$ cat config.mk
export PLATFORM = sky130hd
export DESIGN_NAME = one_wire_temp_sensor_master_top_flat
export DESIGN_NICKNAME = d
export VERILOG_FILES = /design/src/rtl/core/owm_pkg.sv /design/src/rtl/core/owm_if.sv /design/src/rtl/core/owm_ctrl.sv /design/src/rtl/core/owm_queue.sv /design/src/rtl/core/owm_out.sv /design/src/rtl/core/one_wire_temp_sensor_master_top.sv /design/src/flat_wrapper.sv
export SDC_FILE = /design/constraint.sdc
export NUM_CORES = 1
export LEC_CHECK = 0
export ABC_AREA = 1
export BUFFER_PORTS_ARGS = -buffer_cell sky130_fd_sc_hd__buf_2
export CORE_MARGIN = 8
export CORE_UTILIZATION = 41
export DETAILED_ROUTE_END_ITERATION = 16
export PLACE_DENSITY = 0.53
export RECOVER_POWER = 50
export SLEW_MARGIN = 20
export SYNTH_ARGS = -nofsm -noshare
export SYNTH_HDL_FRONTEND = slang
export SYNTH_SLANG_ARGS = --single-unit
$ cat constraint.sdc
create_clock -name i_clk -period 12.9 [get_ports i_clk]
set_clock_uncertainty 0.1 [all_clocks]
set_input_delay 1.29 -clock i_clk [delete_from_list [all_inputs] [get_ports i_clk]]
set_output_delay 1.29 -clock i_clk [all_outputs]
set_load 0.02 [all_outputs]
$ cat src/rtl/core/owm_pkg.sv
// Shared types, constants and lookup functions of the 1-Wire temperature master.
// No dependencies; every module file of the block imports this package.
package owm_pkg;

    // Bus timer width and its largest value.
    localparam int TIMER_BITS = 10;
    localparam int TMAX       = (1 << TIMER_BITS) - 1;

    // Field widths of the channels.
    localparam int CFG_IDX_W  = 3;
    localparam int CFG_DATA_W = 10;
    localparam int BYTE_W     = 8;
    localparam int RAW_W      = 16;
    localparam int TENTHS_W   = 13;

    // Bits in one bus byte and the last step of the temperature sequence.
    localparam int BITS_PER_BYTE = 8;
    localparam int SEQ_LAST      = 7;
    localparam int SEQ_LOW_BYTE  = 6;

    // Saturation limit of the converted temperature.
    localparam int TENTHS_MAX = 2048;

    // Depth of the queue between controller and output stage.
    localparam int QDEPTH = 4;
    localparam int QPTR_W = $clog2(QDEPTH);

    // Register reset values.
    localparam logic [9:0] RST_LOW_DEF    = 10'd750;
    localparam logic [7:0] RST_REL_DEF    = 8'd15;
    localparam logic [9:0] PRES_WAIT_DEF  = 10'd200;
    localparam logic [9:0] PRES_LOW_DEF   = 10'd240;
    localparam logic [5:0] WR1_LOW_DEF    = 6'd5;
    localparam logic [7:0] SLOT_LONG_DEF  = 8'd60;
    localparam logic [5:0] RD_SAMPLE_DEF  = 6'd10;
    localparam logic [7:0] RD_REC_DEF     = 8'd50;

    // ROM and function commands of the sensor.
    localparam logic [7:0] CMD_SKIP_ROM = 8'hCC;
    localparam logic [7:0] CMD_CONVERT  = 8'h44;
    localparam logic [7:0] CMD_READ_SP  = 8'hBE;

    // Configuration register indexes.
    typedef enum logic [CFG_IDX_W-1:0] {
        CFG_RST_LOW   = 3'd0,
        CFG_RST_REL   = 3'd1,
        CFG_PRES_WAIT = 3'd2,
        CFG_PRES_LOW  = 3'd3,
        CFG_WR1_LOW   = 3'd4,
        CFG_SLOT_LONG = 3'd5,
        CFG_RD_SAMPLE = 3'd6,
        CFG_RD_REC    = 3'd7
    } t_cfg_idx;

    // Requested operation.
    typedef enum logic [1:0] {
        FN_RESET = 2'd0,
        FN_WRITE = 2'd1,
        FN_READ  = 2'd2,
        FN_TEMP  = 2'd3
    } t_func;

    // Primitive bus operation.
    typedef enum logic [1:0] {
        OP_RST = 2'd0,
        OP_WR  = 2'd1,
        OP_RD  = 2'd2
    } t_op;

    // Controller phase.
    typedef enum logic [4:0] {
        PH_IDLE      = 5'd0,
        PH_RST_LOW   = 5'd1,
        PH_RST_REL   = 5'd2,
        PH_PRES_WAIT = 5'd3,
        PH_PRES_LOW  = 5'd4,
        PH_WR_LOW    = 5'd5,
        PH_WR_HIGH   = 5'd6,
        PH_RD_LOW    = 5'd7,
        PH_RD_WAIT   = 5'd8,
        PH_RD_REC    = 5'd9,
        PH_FINISH    = 5'd10
    } t_phase;

    // One tick's result as it travels through the queue.
    typedef struct packed {
        logic              drive;
        logic              busy;
        logic              done;
        logic              fail;
        logic [BYTE_W-1:0] rx;
        logic [RAW_W-1:0]  raw;
    } t_res;

    // Operation of each step of the temperature sequence.
    function automatic t_op seq_kind(input logic [2:0] step);
        case (step)
            3'd0:    seq_kind = OP_RST;
            3'd1:    seq_kind = OP_WR;
            3'd2:    seq_kind = OP_WR;
            3'd3:    seq_kind = OP_RST;
            3'd4:    seq_kind = OP_WR;
            3'd5:    seq_kind = OP_WR;
            default: seq_kind = OP_RD;
        endcase
    endfunction

    // Byte sent by each step of the temperature sequence.
    function automatic logic [7:0] seq_byte(input logic [2:0] step);
        case (step)
            3'd1:    seq_byte = CMD_SKIP_ROM;
            3'd2:    seq_byte = CMD_CONVERT;
            3'd4:    seq_byte = CMD_SKIP_ROM;
            3'd5:    seq_byte = CMD_READ_SP;
            default: seq_byte = 8'h00;
        endcase
    endfunction

    // First phase of a bus operation.
    function automatic t_phase begin_phase(input t_op kind);
        case (kind)
            OP_RST:  begin_phase = PH_RST_LOW;
            OP_WR:   begin_phase = PH_WR_LOW;
            default: begin_phase = PH_RD_LOW;
        endcase
    endfunction

    // Timing register as a timer limit: zero counts as one, large values clamp.
    function automatic logic [TIMER_BITS-1:0] lim(input logic [15:0] v);
        if (v == 16'd0) begin
            lim = TIMER_BITS'(1);
        end else if (v > 16'(TMAX)) begin
            lim = TIMER_BITS'(TMAX);
        end else begin
            lim = v[TIMER_BITS-1:0];
        end
    endfunction

endpackage

$ cat src/rtl/core/owm_if.sv
// Valid/ready channel interfaces of the 1-Wire temperature master.
// No dependencies; the field widths are literals that match owm_pkg.
interface owm_in_if;
    logic       valid;
    logic       ready;
    logic       start_req;
    logic [1:0] func;
    logic [7:0] tx_byte;
    logic       dq_sample;

    modport source (output valid, start_req, func, tx_byte, dq_sample, input ready);
    modport sink   (input valid, start_req, func, tx_byte, dq_sample, output ready);
endinterface

interface owm_out_if;
    logic               valid;
    logic               ready;
    logic               dq_drive_low;
    logic               busy_res;
    logic               done_res;
    logic               presence_fail;
    logic [7:0]         rx_byte;
    logic signed [15:0] raw_temp;
    logic signed [12:0] temp_tenths;

    modport source (output valid, dq_drive_low, busy_res, done_res, presence_fail,
                    rx_byte, raw_temp, temp_tenths, input ready);
    modport sink   (input valid, dq_drive_low, busy_res, done_res, presence_fail,
                    rx_byte, raw_temp, temp_tenths, output ready);
endinterface

interface owm_cfg_if;
    logic       valid;
    logic       ready;
    logic [2:0] index;
    logic [9:0] data;

    modport source (output valid, index, data, input ready);
    modport sink   (input valid, index, data, output ready);
endinterface

$ cat src/rtl/core/owm_ctrl.sv
// Front part: timing registers and the bus sequencer, one tick item per cycle while the queue is not full.
// Depends on owm_pkg and the channel interfaces in owm_if.sv.
module owm_ctrl (
    input  logic          i_clk,
    input  logic          i_rst_n,
    owm_in_if.sink        i_in,
    owm_cfg_if.sink       i_cfg,
    input  logic          i_q_full,
    output logic          o_push,
    output owm_pkg::t_res o_res
);
    import owm_pkg::*;

    // Timing registers.
    logic [9:0] r_rst_low, r_pres_wait, r_pres_low;
    logic [7:0] r_rst_rel, r_slot_long, r_rd_rec;
    logic [5:0] r_wr1_low, r_rd_sample;

    // Sequencer state.
    t_phase                r_phase, n_phase;
    logic [TIMER_BITS-1:0] r_timer, n_timer;
    logic [3:0]            r_bits, n_bits;
    logic [7:0]            r_shift, n_shift;
    logic [2:0]            r_step, n_step;
    logic [7:0]            r_low, n_low;
    logic                  r_fail, n_fail;
    logic [15:0]           r_word, n_word;
    t_func                 r_func, n_func;
    logic [7:0]            r_rx, n_rx;

    logic                  acc;
    logic                  drive, busy, done, op_end;
    logic [TIMER_BITS-1:0] timer_inc, len;

    assign i_in.ready  = !i_q_full;
    assign i_cfg.ready = 1'b1;
    assign acc         = i_in.valid && i_in.ready;
    assign timer_inc   = r_timer + TIMER_BITS'(1);

    // Register writes.
    always_ff @(posedge i_clk) begin
        if (!i_rst_n) begin
            r_rst_low   <= RST_LOW_DEF;
            r_rst_rel   <= RST_REL_DEF;
            r_pres_wait <= PRES_WAIT_DEF;
            r_pres_low  <= PRES_LOW_DEF;
            r_wr1_low   <= WR1_LOW_DEF;
            r_slot_long <= SLOT_LONG_DEF;
            r_rd_sample <= RD_SAMPLE_DEF;
            r_rd_rec    <= RD_REC_DEF;
        end else if (i_cfg.valid) begin
            case (t_cfg_idx'(i_cfg.index))
                CFG_RST_LOW:   r_rst_low   <= i_cfg.data;
                CFG_RST_REL:   r_rst_rel   <= i_cfg.data[7:0];
                CFG_PRES_WAIT: r_pres_wait <= i_cfg.data;
                CFG_PRES_LOW:  r_pres_low  <= i_cfg.data;
                CFG_WR1_LOW:   r_wr1_low   <= i_cfg.data[5:0];
                CFG_SLOT_LONG: r_slot_long <= i_cfg.data[7:0];
                CFG_RD_SAMPLE: r_rd_sample <= i_cfg.data[5:0];
                CFG_RD_REC:    r_rd_rec    <= i_cfg.data[7:0];
                default: ;
            endcase
        end
    end

    // Sequencer state register, advanced once per accepted tick.
    always_ff @(posedge i_clk) begin
        if (!i_rst_n) begin
            r_phase <= PH_IDLE;
            r_timer <= '0;
            r_bits  <= '0;
            r_shift <= '0;
            r_step  <= '0;
            r_low   <= '0;
            r_fail  <= 1'b1;
            r_word  <= '0;
            r_func  <= FN_RESET;
            r_rx    <= '0;
        end else if (acc) begin
            r_phase <= n_phase;
            r_timer <= n_timer;
            r_bits  <= n_bits;
            r_shift <= n_shift;
            r_step  <= n_step;
            r_low   <= n_low;
            r_fail  <= n_fail;
            r_word  <= n_word;
            r_func  <= n_func;
            r_rx    <= n_rx;
        end
    end

    // Next state and the tick's bus outputs.
    always_comb begin
        n_phase = r_phase;
        n_timer = r_timer;
        n_bits  = r_bits;
        n_shift = r_shift;
        n_step  = r_step;
        n_low   = r_low;
        n_fail  = r_fail;
        n_word  = r_word;
        n_func  = r_func;
        n_rx    = r_rx;
        drive   = 1'b0;
        busy    = 1'b0;
        done    = 1'b0;
        op_end  = 1'b0;
        len     = '0;

        case (r_phase)
            PH_IDLE: begin
                if (i_in.start_req) begin
                    busy    = 1'b1;
                    n_func  = t_func'(i_in.func);
                    n_step  = '0;
                    n_timer = '0;
                    n_bits  = '0;
                    case (t_func'(i_in.func))
                        FN_RESET: begin
                            n_phase = PH_RST_LOW;
                            n_shift = 8'h00;
                        end
                        FN_WRITE: begin
                            n_phase = PH_WR_LOW;
                            n_shift = i_in.tx_byte;
                        end
                        FN_READ: begin
                            n_phase = PH_RD_LOW;
                            n_shift = 8'h00;
                        end
                        default: begin
                            n_phase = begin_phase(seq_kind(3'd0));
                            n_shift = seq_byte(3'd0);
                        end
                    endcase
                end
            end
            PH_FINISH: begin
                done    = 1'b1;
                n_phase = PH_IDLE;
            end
            PH_RST_LOW: begin
                busy    = 1'b1;
                drive   = 1'b1;
                n_timer = timer_inc;
                if (timer_inc >= lim(16'(r_rst_low))) begin
                    n_phase = PH_RST_REL;
                    n_timer = '0;
                end
            end
            PH_RST_REL: begin
                busy    = 1'b1;
                n_timer = timer_inc;
                if (timer_inc >= lim(16'(r_rst_rel))) begin
                    n_phase = PH_PRES_WAIT;
                    n_timer = '0;
                end
            end
            PH_PRES_WAIT: begin
                busy = 1'b1;
                if (!i_in.dq_sample) begin
                    // The first low sample already counts toward the pulse limit.
                    n_timer = TIMER_BITS'(1);
                    if (lim(16'(r_pres_low)) <= TIMER_BITS'(1)) begin
                        n_fail = 1'b1;
                        op_end = 1'b1;
                    end else begin
                        n_phase = PH_PRES_LOW;
                    end
                end else begin
                    n_timer = timer_inc;
                    if (timer_inc >= lim(16'(r_pres_wait))) begin
                        n_fail = 1'b1;
                        op_end = 1'b1;
                    end
                end
            end
            PH_PRES_LOW: begin
                busy = 1'b1;
                if (i_in.dq_sample) begin
                    n_fail = 1'b0;
                    op_end = 1'b1;
                end else begin
                    n_timer = timer_inc;
                    if (timer_inc >= lim(16'(r_pres_low))) begin
                        n_fail = 1'b1;
                        op_end = 1'b1;
                    end
                end
            end
            PH_WR_LOW: begin
                busy    = 1'b1;
                drive   = 1'b1;
                n_timer = timer_inc;
                len     = r_shift[0] ? lim(16'(r_wr1_low)) : lim(16'(r_slot_long));
                if (timer_inc >= len) begin
                    n_phase = PH_WR_HIGH;
                    n_timer = '0;
                end
            end
            PH_WR_HIGH: begin
                busy    = 1'b1;
                n_timer = timer_inc;
                len     = r_shift[0] ? lim(16'(r_slot_long)) : lim(16'(r_wr1_low));
                if (timer_inc >= len) begin
                    n_shift = {1'b0, r_shift[7:1]};
                    n_bits  = r_bits + 4'd1;
                    n_timer = '0;
                    if (n_bits >= 4'(BITS_PER_BYTE)) begin
                        op_end = 1'b1;
                    end else begin
                        n_phase = PH_WR_LOW;
                    end
                end
            end
            PH_RD_LOW: begin
                busy    = 1'b1;
                drive   = 1'b1;
                n_timer = TIMER_BITS'(1);
                n_phase = PH_RD_WAIT;
            end
            PH_RD_WAIT: begin
                busy = 1'b1;
                if (r_timer >= lim(16'(r_rd_sample))) begin
                    n_shift = {i_in.dq_sample, r_shift[7:1]};
                    n_bits  = r_bits + 4'd1;
                    n_phase = PH_RD_REC;
                    n_timer = '0;
                end else begin
                    n_timer = timer_inc;
                end
            end
            PH_RD_REC: begin
                busy    = 1'b1;
                n_timer = timer_inc;
                if (timer_inc >= lim(16'(r_rd_rec))) begin
                    n_timer = '0;
                    if (r_bits >= 4'(BITS_PER_BYTE)) begin
                        n_rx = r_shift;
                        if (r_func == FN_TEMP) begin
                            if (r_step == 3'(SEQ_LOW_BYTE)) begin
                                n_low = r_shift;
                            end else if (r_step == 3'(SEQ_LAST)) begin
                                n_word = {r_shift, r_low};
                            end
                        end
                        op_end = 1'b1;
                    end else begin
                        n_phase = PH_RD_LOW;
                    end
                end
            end
            default: begin
                n_phase = PH_IDLE;
            end
        endcase

        // End of a bus operation: next step of the temperature sequence or finish.
        if (op_end) begin
            if (r_func == FN_TEMP && r_step < 3'(SEQ_LAST)) begin
                n_step  = r_step + 3'd1;
                n_phase = begin_phase(seq_kind(n_step));
                n_shift = seq_byte(n_step);
                n_timer = '0;
                n_bits  = '0;
            end else begin
                n_phase = PH_FINISH;
            end
        end
    end

    // Result of this tick toward the queue.
    assign o_push       = acc;
    assign o_res.drive  = drive;
    assign o_res.busy   = busy;
    assign o_res.done   = done;
    assign o_res.fail   = n_fail;
    assign o_res.rx     = n_rx;
    assign o_res.raw    = n_word;

    // The line is pulled low only during an operation.
    a_drive_busy: assert property (@(posedge i_clk) disable iff (!i_rst_n)
        acc && drive |-> busy)
        else $error("bus driven low outside an operation");

    // The done tick is always followed by idle.
    a_done_idle: assert property (@(posedge i_clk) disable iff (!i_rst_n)
        acc && done |=> r_phase == PH_IDLE)
        else $error("done tick not followed by idle");

    // The bit counter never passes one byte.
    a_bits_range: assert property (@(posedge i_clk) disable iff (!i_rst_n)
        r_bits <= 4'(BITS_PER_BYTE))
        else $error("bit counter out of range");

endmodule

$ cat src/rtl/core/owm_queue.sv
// Short queue of tick results between the sequencer and the output stage.
// Depends on owm_pkg for the result type and depth.
module owm_queue (
    input  logic          i_clk,
    input  logic          i_rst_n,
    input  logic          i_push,
    input  owm_pkg::t_res i_data,
    output logic          o_full,
    output logic          o_valid,
    input  logic          i_pop,
    output owm_pkg::t_res o_data
);
    import owm_pkg::*;

    t_res              r_mem [QDEPTH];
    logic [QPTR_W-1:0] r_wptr, r_rptr;
    logic [QPTR_W:0]   r_count;
    logic              do_pop;

    assign o_full  = (r_count == (QPTR_W+1)'(QDEPTH));
    assign o_valid = (r_count != '0);
    assign do_pop  = i_pop && o_valid;
    assign o_data  = r_mem[r_rptr];

    // Storage.
    always_ff @(posedge i_clk) begin
        if (i_push) begin
            r_mem[r_wptr] <= i_data;
        end
    end

    // Pointers and fill count.
    always_ff @(posedge i_clk) begin
        if (!i_rst_n) begin
            r_wptr  <= '0;
            r_rptr  <= '0;
            r_count <= '0;
        end else begin
            if (i_push) begin
                r_wptr <= r_wptr + QPTR_W'(1);
            end
            if (do_pop) begin
                r_rptr <= r_rptr + QPTR_W'(1);
            end
            r_count <= r_count + (QPTR_W+1)'(i_push) - (QPTR_W+1)'(do_pop);
        end
    end

    // The sequencer never writes into a full queue.
    a_no_overflow: assert property (@(posedge i_clk) disable iff (!i_rst_n)
        o_full |-> !i_push)
        else $error("push into a full queue");

endmodule

$ cat src/rtl/core/owm_out.sv
// Back part: converts the temperature word to tenths and holds the output item.
// Depends on owm_pkg and the output channel interface in owm_if.sv.
module owm_out (
    input  logic          i_clk,
    input  logic          i_rst_n,
    input  logic          i_q_valid,
    input  owm_pkg::t_res i_q_data,
    output logic          o_q_pop,
    owm_out_if.source     o_out
);
    import owm_pkg::*;

    logic                       r_valid;
    t_res                       r_res;
    logic signed [TENTHS_W-1:0] r_tenths;

    logic                       load;
    logic signed [RAW_W:0]      ext;
    logic [RAW_W:0]             mag;
    logic [RAW_W+3:0]           mag5;
    logic [RAW_W:0]             quot;
    logic [TENTHS_W-1:0]        sat;
    logic signed [TENTHS_W-1:0] tenths;

    assign load    = i_q_valid && (!r_valid || o_out.ready);
    assign o_q_pop = load;

    // Magnitude times 5/8, truncated, saturated, sign restored.
    always_comb begin
        ext  = {i_q_data.raw[RAW_W-1], i_q_data.raw};
        mag  = i_q_data.raw[RAW_W-1] ? (RAW_W+1)'(-ext) : (RAW_W+1)'(ext);
        mag5 = {3'b000, mag} + {1'b0, mag, 2'b00};
        quot = mag5[RAW_W+3:3];
        sat  = (quot > (RAW_W+1)'(TENTHS_MAX)) ? TENTHS_W'(TENTHS_MAX) : quot[TENTHS_W-1:0];
        tenths = i_q_data.raw[RAW_W-1] ? -$signed(sat) : $signed(sat);
    end

    // Output register.
    always_ff @(posedge i_clk) begin
        if (!i_rst_n) begin
            r_valid <= 1'b0;
        end else if (load) begin
            r_valid <= 1'b1;
        end else if (o_out.ready) begin
            r_valid <= 1'b0;
        end
    end

    always_ff @(posedge i_clk) begin
        if (load) begin
            r_res    <= i_q_data;
            r_tenths <= tenths;
        end
    end

    assign o_out.valid         = r_valid;
    assign o_out.dq_drive_low  = r_res.drive;
    assign o_out.busy_res      = r_res.busy;
    assign o_out.done_res      = r_res.done;
    assign o_out.presence_fail = r_res.fail;
    assign o_out.rx_byte       = r_res.rx;
    assign o_out.raw_temp      = $signed(r_res.raw);
    assign o_out.temp_tenths   = r_tenths;

endmodule

$ cat src/rtl/core/one_wire_temp_sensor_master_top.sv
// 1-Wire temperature master top level: one input item per microsecond tick.
// A tick's result item passes through the queue and then the output register before it is shown.
// The block takes one tick item per cycle while the queue is not full.
// Reset (synchronous, active low): registers take defaults, queue empties,
// the sequencer goes idle with its fail flag at 1 and the output valid drops.
// Depends on owm_pkg, owm_if.sv, owm_ctrl, owm_queue and owm_out.
module one_wire_temp_sensor_master_top (
    input  logic       i_clk,
    input  logic       i_rst_n,
    owm_in_if.sink     i_in,
    owm_cfg_if.sink    i_cfg,
    owm_out_if.source  o_out
);
    import owm_pkg::*;

    logic push, q_full, q_valid, q_pop;
    t_res push_res, q_res;

    // Front: sequencer.
    owm_ctrl u_ctrl (
        .i_clk    (i_clk),
        .i_rst_n  (i_rst_n),
        .i_in     (i_in),
        .i_cfg    (i_cfg),
        .i_q_full (q_full),
        .o_push   (push),
        .o_res    (push_res)
    );

    // Queue between the two parts.
    owm_queue u_queue (
        .i_clk   (i_clk),
        .i_rst_n (i_rst_n),
        .i_push  (push),
        .i_data  (push_res),
        .o_full  (q_full),
        .o_valid (q_valid),
        .i_pop   (q_pop),
        .o_data  (q_res)
    );

    // Back: conversion and output register.
    owm_out u_out (
        .i_clk     (i_clk),
        .i_rst_n   (i_rst_n),
        .i_q_valid (q_valid),
        .i_q_data  (q_res),
        .o_q_pop   (q_pop),
        .o_out     (o_out)
    );

endmodule
$ cat src/flat_wrapper.sv
// flat-port wrapper written by rule: the top's interface ports become plain ports
module one_wire_temp_sensor_master_top_flat import owm_pkg::*;
  (i_clk, i_rst_n, i_in_valid, i_in_start_req, i_in_func, i_in_tx_byte, i_in_dq_sample, i_in_ready, i_cfg_valid, i_cfg_index, i_cfg_data, i_cfg_ready, o_out_valid, o_out_dq_drive_low, o_out_busy_res, o_out_done_res, o_out_presence_fail, o_out_rx_byte, o_out_raw_temp, o_out_temp_tenths, o_out_ready);
  owm_in_if i_in_i ();
  owm_cfg_if i_cfg_i ();
  owm_out_if o_out_i ();
  input  logic i_clk;
  input  logic i_rst_n;
  input wire logic [$bits(i_in_i.valid)-1:0] i_in_valid;
  input wire logic [$bits(i_in_i.start_req)-1:0] i_in_start_req;
  input wire logic [$bits(i_in_i.func)-1:0] i_in_func;
  input wire logic [$bits(i_in_i.tx_byte)-1:0] i_in_tx_byte;
  input wire logic [$bits(i_in_i.dq_sample)-1:0] i_in_dq_sample;
  output wire logic [$bits(i_in_i.ready)-1:0] i_in_ready;
  input wire logic [$bits(i_cfg_i.valid)-1:0] i_cfg_valid;
  input wire logic [$bits(i_cfg_i.index)-1:0] i_cfg_index;
  input wire logic [$bits(i_cfg_i.data)-1:0] i_cfg_data;
  output wire logic [$bits(i_cfg_i.ready)-1:0] i_cfg_ready;
  output wire logic [$bits(o_out_i.valid)-1:0] o_out_valid;
  output wire logic [$bits(o_out_i.dq_drive_low)-1:0] o_out_dq_drive_low;
  output wire logic [$bits(o_out_i.busy_res)-1:0] o_out_busy_res;
  output wire logic [$bits(o_out_i.done_res)-1:0] o_out_done_res;
  output wire logic [$bits(o_out_i.presence_fail)-1:0] o_out_presence_fail;
  output wire logic [$bits(o_out_i.rx_byte)-1:0] o_out_rx_byte;
  output wire logic [$bits(o_out_i.raw_temp)-1:0] o_out_raw_temp;
  output wire logic [$bits(o_out_i.temp_tenths)-1:0] o_out_temp_tenths;
  input wire logic [$bits(o_out_i.ready)-1:0] o_out_ready;
  assign i_in_i.valid = i_in_valid;
  assign i_in_i.start_req = i_in_start_req;
  assign i_in_i.func = i_in_func;
  assign i_in_i.tx_byte = i_in_tx_byte;
  assign i_in_i.dq_sample = i_in_dq_sample;
  assign i_in_ready = i_in_i.ready;
  assign i_cfg_i.valid = i_cfg_valid;
  assign i_cfg_i.index = i_cfg_index;
  assign i_cfg_i.data = i_cfg_data;
  assign i_cfg_ready = i_cfg_i.ready;
  assign o_out_valid = o_out_i.valid;
  assign o_out_dq_drive_low = o_out_i.dq_drive_low;
  assign o_out_busy_res = o_out_i.busy_res;
  assign o_out_done_res = o_out_i.done_res;
  assign o_out_presence_fail = o_out_i.presence_fail;
  assign o_out_rx_byte = o_out_i.rx_byte;
  assign o_out_raw_temp = o_out_i.raw_temp;
  assign o_out_temp_tenths = o_out_i.temp_tenths;
  assign o_out_i.ready = o_out_ready;
  one_wire_temp_sensor_master_top u_core (.i_clk(i_clk), .i_rst_n(i_rst_n), .i_in(i_in_i), .i_cfg(i_cfg_i), .o_out(o_out_i));
endmodule
==> impl_metrics.json, run 1 <==
{
  "synth_seq_cells": 293,
  "seq_area_um2": 7400,
  "end_kind": "flip-flop",
  "synthTopCellsByCount": "316 x nand2_1, 260 x inv_1, 204 x o21ai_0",
  "finalHoldViolCount": 0,
  "cts_tree": "built",
  "slew_headroom_pct": -147,
  "dieWidth_um": 213,
  "grt_use_met2_pct": 32.0,
  "clock.fmax_ghz": 0.130,
  "synth_cells": 1922,
  "cts_hold_buf": 0,
  "syn_avg_cell_area_um2": 8.30,
  "rrSetupSlack_ps": 5200,
  "min_path_type": "reg -> reg",
  "antenna_left": 0,
  "power.density_nw_per_um2": 299,
  "multi_input_comb_area_um2": 7240,
  "io_buffers": 72,
  "routedWlPerCell_um": 16.6,
  "routed_wirelength_um": 41900,
  "routed_via_density": 5.17,
  "placementRows": 72,
  "synth.distinct_cells": 59,
  "maxCapViolations": 8,
  "cpLargestDelayFamily": "buffers and inverters",
  "ir_drop_uv": 216,
  "grt_max_degree": 89,
  "initial_core_util_pct": 41.4,
  "root_buffer": "clkbuf_16",
  "worst-path-buf-inv": 6,
  "synth_nets": 2054,
  "synthTopCellsByArea": "edfxtp_1 29%, dfxtp_1 18%, ha_1 7.8%",
  "cp.required_ps": 13110,
  "drt_first_pass_iters": 5,
  "h-tree-depth": 2,
  "p_leak_nw": 7.87,
  "worstMarginPinSlew_ps": 3710,
  "track_usage_pct": 18.7,
  "grt_overflow": 0,
  "status": "finished with violations",
  "vias": 13100,
  "synthDominantCellAreaShare_pct": 28.8,
  "io_pins": 74,
  "grtUsageMet3_pct": 2.85,
  "synth_top_area_cell": "edfxtp_1",
  "drv_slew": 379,
  "critPathKind": "reg -> reg",
  "core_area_um2": 38600,
  "routabilityCongestion": 0.886,
  "dieHeight_um": 213,
  "crit_path_frequent_cell": "nand2_1",
  "min_delay_path_depth": 2,
  "drc": 0,
  "r2r_cells": 34,
  "violations": "max-capacitance violations, max-slew violations",
  "hpwl_um": 28300,
  "ys.flop_type": "edfxtp_1",
  "synth_edf_count": 153,
  "rsz0062_at_grt": "no",
  "cp-start-kind": "flip-flop",
  "period_share_pct": 59.7,
  "grt_pass1_wl_um": 67600,
  "rr_endpoint": "u_core.u_out.o_out.temp_tenths[8]",
  "grt_pass1_vias": 12700,
  "postCtsSetupBuffers": 0,
  "clock_sinks": 293,
  "arrival_ps": 7910,
  "finalSetupViolations": 0,
  "hp-start": "u_core.u_ctrl.r_low[7]",
  "synthArstFlopShare_pct": 0,
  "clkLatencyLatePin_ps": 560,
  "syn_area_um2": 16000,
  "yosys_warnings": 0,
  "slowest_stage": "clkbuf_1",
  "min_to": "u_core.u_ctrl.r_low[7]",
  "cp_max_fo": 62,
  "post-place-ws_ps": 7110,
  "cts_buffers": 35,
  "yosys.cell_count.top_type": "nand2_1",
  "drive_gt1_share_pct": 10.0,
  "antenna_cells": 0,
  "synth-seq-area-share_pct": 46.4,
  "syn_to_final_growth_pct": 12.6,
  "drt-initial-drc-count": 782,
  "layout_min_cycle_time_ps": 7700,
  "fin_ws_ps": 5200,
  "clkTransAtPathRegs_ps": 60,
  "grt.busiest_layer": "met2",
  "max_stage_delay_ps": 1910,
  "die-area_um2": 45500,
  "gr-usage-met1_pct": 23.8,
  "antenna_found_initial": 1,
  "final.setup.tns_ps": 0,
  "cts_max_path_buffers": 3,
  "final_nets": 2112,
  "cts-resized-gates": 0,
  "fillers": 3858
}
==> how the worst max path moves through the flow <==
| stage | from | endpoint | slack, ps | cells past startpoint |
|---|---|---|---|---|
| finish | flip-flop | u_core.u_out.o_out.temp_tenths[8] | 5200 | 34 |
| global route | flip-flop | u_core.u_out.o_out.temp_tenths[8] | 4250 | 34 |
| CTS | flip-flop | u_core.u_out.o_out.temp_tenths[8] | 7080 | 34 |
| detailed placement | flip-flop | u_core.u_out.o_out.temp_tenths[8] | 7110 | 34 |
| global placement | flip-flop | u_core.u_out.o_out.temp_tenths[8] | 7200 | 34 |
| floorplan | o_out_ready | u_core.u_queue.r_count[2] | 8210 | 10 |
==> layer usage <==
| layer | routed length (um) | part of all wire (%) | vias to the layer above |
|---|---|---|---|
| li1 | - | - | 6640 |
| met1 | 19100 | 46 | 6104 |
| met2 | 19900 | 48 | 252 |
| met3 | 1730 | 4.1 | 61 |
| met4 | 1100 | 2.6 | 0 |
| met5 | 0 | 0 | - |
==> report_power, final <==
part	total, W	internal [W]	leakage [nW]	switching (W)
clock network	0.00106	0.000635	0.607	0.000421
logic	0.00299	0.000956	4.65	0.00203
registers	0.00133	0.00126	2.61	0.0000709
==> worst register-to-register path, delay by kind of cell, from the launching register on <==
| kind | cells | cell delay [ps] |
|---|---|---|
| xor gates and xnor gates | 1 | 180 |
| adders and majority gates | 3 | 800 |
| DFF | 1 | 300 |
| buffers and inverters | 6 | 3020 |
| AOI/OAI and AO/OA | 3 | 940 |
| and+or+nand+nor | 21 | 2120 |
==> cell families after synthesis <==
logic type,share of synthesized area [%]
simple gates,19.3
compound gates,16.5
buf+inv,8.31
flops,46.4
fa+ha+maj,8.09
xor+xnor,1.36
other cells,0.0471
==> state kept, by name, indices dropped and copies added, names as in the netlist, 2 cells and up, named ones only <==
name,cells
u_core.u_ctrl.r_wr1_low,6
u_core.u_out.o_out.raw_temp,16
u_core.u_queue.r_count,3
u_core.u_ctrl.r_shift,8
u_core.u_ctrl.r_phase,4
u_core.u_out.o_out.temp_tenths,13
u_core.u_ctrl.r_step,3
u_core.u_ctrl.r_rst_low,10
u_core.u_queue.r_wptr,2
u_core.u_ctrl.r_rx,8
u_core.u_ctrl.r_rd_rec,8
u_core.u_ctrl.r_rst_rel,8
u_core.u_queue.r_rptr,2
u_core.u_ctrl.r_timer,10
u_core.u_ctrl.r_func,2
u_core.u_ctrl.r_rd_sample,6
u_core.u_ctrl.r_slot_long,8
u_core.u_ctrl.r_low,8
u_core.u_ctrl.r_pres_low,10
u_core.u_queue.r_mem,112
u_core.u_ctrl.r_bits,4
u_core.u_ctrl.r_pres_wait,10
u_core.u_ctrl.r_word,16
u_core.u_out.o_out.rx_byte,8
==> cells in the final DEF, fill, tap and decap left out, types with 6 or more instances in the layout <==
cell type    n
nor2_4       6
o21ai_0    204
buf_2       71
nor2_2       6
nand2_1    320
buf_4        6
o2111ai_1   11
inv_2        6
clkbuf_1    11
o22ai_1     16
nor3_1      14
xor2_1      20
a21oi_1    133
nand4_1     14
nand3b_1     7
ha_1       100
nor2_1     191
o21ai_1      7
edfxtp_1   153
dfxtp_1    140
clkbuf_16   35
nand3_1     88
inv_1      260
nor4_1      14
nand2_2     24
nand3_2      8
o211ai_1    35
a211oi_1     9
==> cell type report <==
class / count / area share, %
Clock inverter: 21 / 1.58
Clock buffer: 42 / 5.30
Tap cell: 518 / 3.61
Multi-Input combinational cell: 1294 / 40.3
Inverter: 270 / 5.67
Sequential cell: 293 / 41.2
Timing Repair Buffer: 86 / 2.42
==> metrics by stage <==
stage               utilization (%)  instance area (um^2)  std cells  hold slack, ps  total power, W
global route                   46.6                 18000       2524             391         0.00590
detailed placement             43.5                 16800       2461             348         0.00433
floorplan                         -                 16000       1922             325         0.00368
global placement               43.5                 16800       2461             348         0.00431
finish                         46.6                 18000       2524             360         0.00537
CTS                            46.7                 18000       2524             356         0.00542
No activity file was read; power rests on OpenSTA's default activity.
==> run 2: changes to the inputs <==
==> constraint.sdc (replaced) <==
create_clock -name i_clk -period 7.8 [get_ports i_clk]
set_clock_uncertainty 0.1 [all_clocks]
set_input_delay 0.78 -clock i_clk [delete_from_list [all_inputs] [get_ports i_clk]]
set_output_delay 0.78 -clock i_clk [all_outputs]
set_load 0.02 [all_outputs]
==> run 2 against run 1 <==
Against the previous run:
- the run still ends with max-capacitance violations, max-slew violations left
- cell area fell by 1.2%
- sequential share of layout area is 0.52 points higher
- worst setup slack worse by 3300 ps
- combinational power grew 63%
- power up 61%
- first-iteration DRC count fell by 6.1%
- non-clock buffer count fell by 1
- routed wire length rose by 0.70%
- cell count fell by 0.16%
- clock power up 47%
- register-to-register slack worse by 3300 ps
- critical path type unchanged
- critical endpoint unchanged
- largest power group unchanged
==> impl_metrics.json, run 2 (same netlist as run 1, synthesis figures left out) <==
{
  "clock.fmax_ghz": 0.170,
  "core_area_um2": 38600,
  "dieWidth_um": 213,
  "clkTransAtPathRegs_ps": 60,
  "final_nets": 2110,
  "cp.required_ps": 7990,
  "rsz0062_at_grt": "no",
  "cp-start-kind": "flip-flop",
  "fin_ws_ps": 1910,
  "min_delay_path_depth": 2,
  "finalSetupViolations": 0,
  "io_pins": 74,
  "post-place-ws_ps": 1960,
  "layout_min_cycle_time_ps": 5890,
  "routed_via_density": 5.18,
  "final_cell_area_um2": 17800,
  "cts-resized-gates": 0,
  "crit_path_frequent_cell": "nand2_1",
  "drv_slew": 364,
  "postCtsSetupBuffers": 0,
  "syn_to_final_growth_pct": 11.3,
  "h-tree-depth": 2,
  "grt_overflow": 0,
  "routedWlPerCell_um": 16.7,
  "maxCapViolations": 9,
  "r2r_cells": 34,
  "ir_drop_uv": 329,
  "worstMarginPinSlew_ps": 3100,
  "clock_sinks": 293,
  "vias": 13100,
  "track_usage_pct": 18.9,
  "placementRows": 72,
  "root_buffer": "clkbuf_16",
  "antenna_cells": 0,
  "rrSetupSlack_ps": 1910,
  "slew_headroom_pct": -107,
  "fillers": 3947,
  "rr_endpoint": "u_core.u_out.o_out.temp_tenths[8]",
  "hpwl_um": 28700,
  "violations": "max-capacitance violations, max-slew violations",
  "grt_max_degree": 64,
  "p_leak_nw": 7.65,
  "post-route-util_pct": 46.0,
  "finalHoldViolCount": 0,
  "antenna_found_initial": 1,
  "antenna_left": 0,
  "period_share_pct": 75.5,
  "cts_tree": "built",
  "routed_wirelength_um": 42200,
  "cts_buffers": 34,
  "cp_max_fo": 62,
  "cts_hold_buf": 0,
  "mostFrequentLayoutCell": "nand2_1",
  "arrival_ps": 6080,
  "grt_pass1_vias": 12800,
  "end_kind": "flip-flop",
  "drive_gt1_share_pct": 7.24,
  "grt_pass1_wl_um": 68400,
  "cts_max_path_buffers": 3,
  "clkLatencyLatePin_ps": 560,
  "min_path_type": "reg -> reg",
  "initial_core_util_pct": 41.4,
  "largest_register_ffs": 112,
  "power.density_nw_per_um2": 487,
  "regMostFlops": "u_core.u_queue.r_mem",
  "drt-initial-drc-count": 734,
  "critPathKind": "reg -> reg",
  "max_stage_delay_ps": 490,
  "routabilityCongestion": 0.872,
  "drt_first_pass_iters": 5,
  "min_to": "u_core.u_ctrl.r_low[0]",
  "hp-start": "u_core.u_ctrl.r_low[0]",
  "drc": 0,
  "slowest_stage": "buf_4",
  "die-area_um2": 45500,
  "final.setup.tns_ps": 0,
  "status": "finished with violations",
  "dieHeight_um": 213,
  "placed_area_um2": 16800,
  "mostFrequentLayoutCells": "320 x nand2_1, 261 x inv_1, 204 x o21ai_0",
  "io_buffers": 72
}
## run 2: changes by cell type in the layout (fill, tap and decap cells not counted), moves of 3 or more
| cell | delta |
|---|---|
| clkbuf_1 | +53 |
| buf_2 | -42 |
| clkbuf_8 | -4 |
| bufinv_16 | -3 |
| clkinv_2 | -3 |
| clkinv_4 | -3 |
## run 2: area by class of cell
type,count,area [um^2],area share [%]
timing repair buffer,85,378,2.13
clock buffer,50,942,5.31
inverter,270,1020,5.74
multi-input combinational,1294,7240,40.8
clock inverter,10,129,0.726
sequential,293,7400,41.7
tap,518,648,3.65
## run 2: report_power, final
group,switching [W],internal (W),total [W]
Combinational,0.00334,0.00154,0.00488
Clock,0.000643,0.000912,0.00156
Sequential,0.000132,0.00209,0.00222
Total,0.00411,0.00454,0.00865
## run 2: metal layers
metal	track usage [%]	vias to the layer above	wire length, um
met3	2.96	70	1670
met4	7.09	0	1380
met5	0	-	0
li1	-	6630	-
met1	23.4	6138	18700
met2	32.9	226	20400
## run 2: critical path, delay by kind of cell (launching register included)
family | cells | cell delay, ps
AOI/OAI and AO/OA | 3 | 980
buffers and inverters | 6 | 1210
and+or+nand+nor | 21 | 2010
xor gates and xnor gates | 1 | 190
DFF | 1 | 310
adders and majority gates | 3 | 790
## run 2: worst max path at each step
stage                    from                           endpoint  cells after the start
floorplan           flip-flop  u_core.u_out.o_out.temp_tenths[8]                     34
CTS                 flip-flop  u_core.u_out.o_out.temp_tenths[8]                     34
global placement    flip-flop  u_core.u_out.o_out.temp_tenths[8]                     34
global route        flip-flop  u_core.u_out.o_out.temp_tenths[8]                     34
detailed placement  flip-flop  u_core.u_out.o_out.temp_tenths[8]                     34
finish              flip-flop  u_core.u_out.o_out.temp_tenths[8]                     34
## run 2: per-stage QoR
step	instances	total power, W	hold slack (ps)
after global routing	2520	0.00956	374
after global placement	2460	0.00713	344
after detailed placement	2460	0.00719	350
after floorplan	1922	0.00608	325
after CTS	2520	0.00878	359
final	2520	0.00865	356
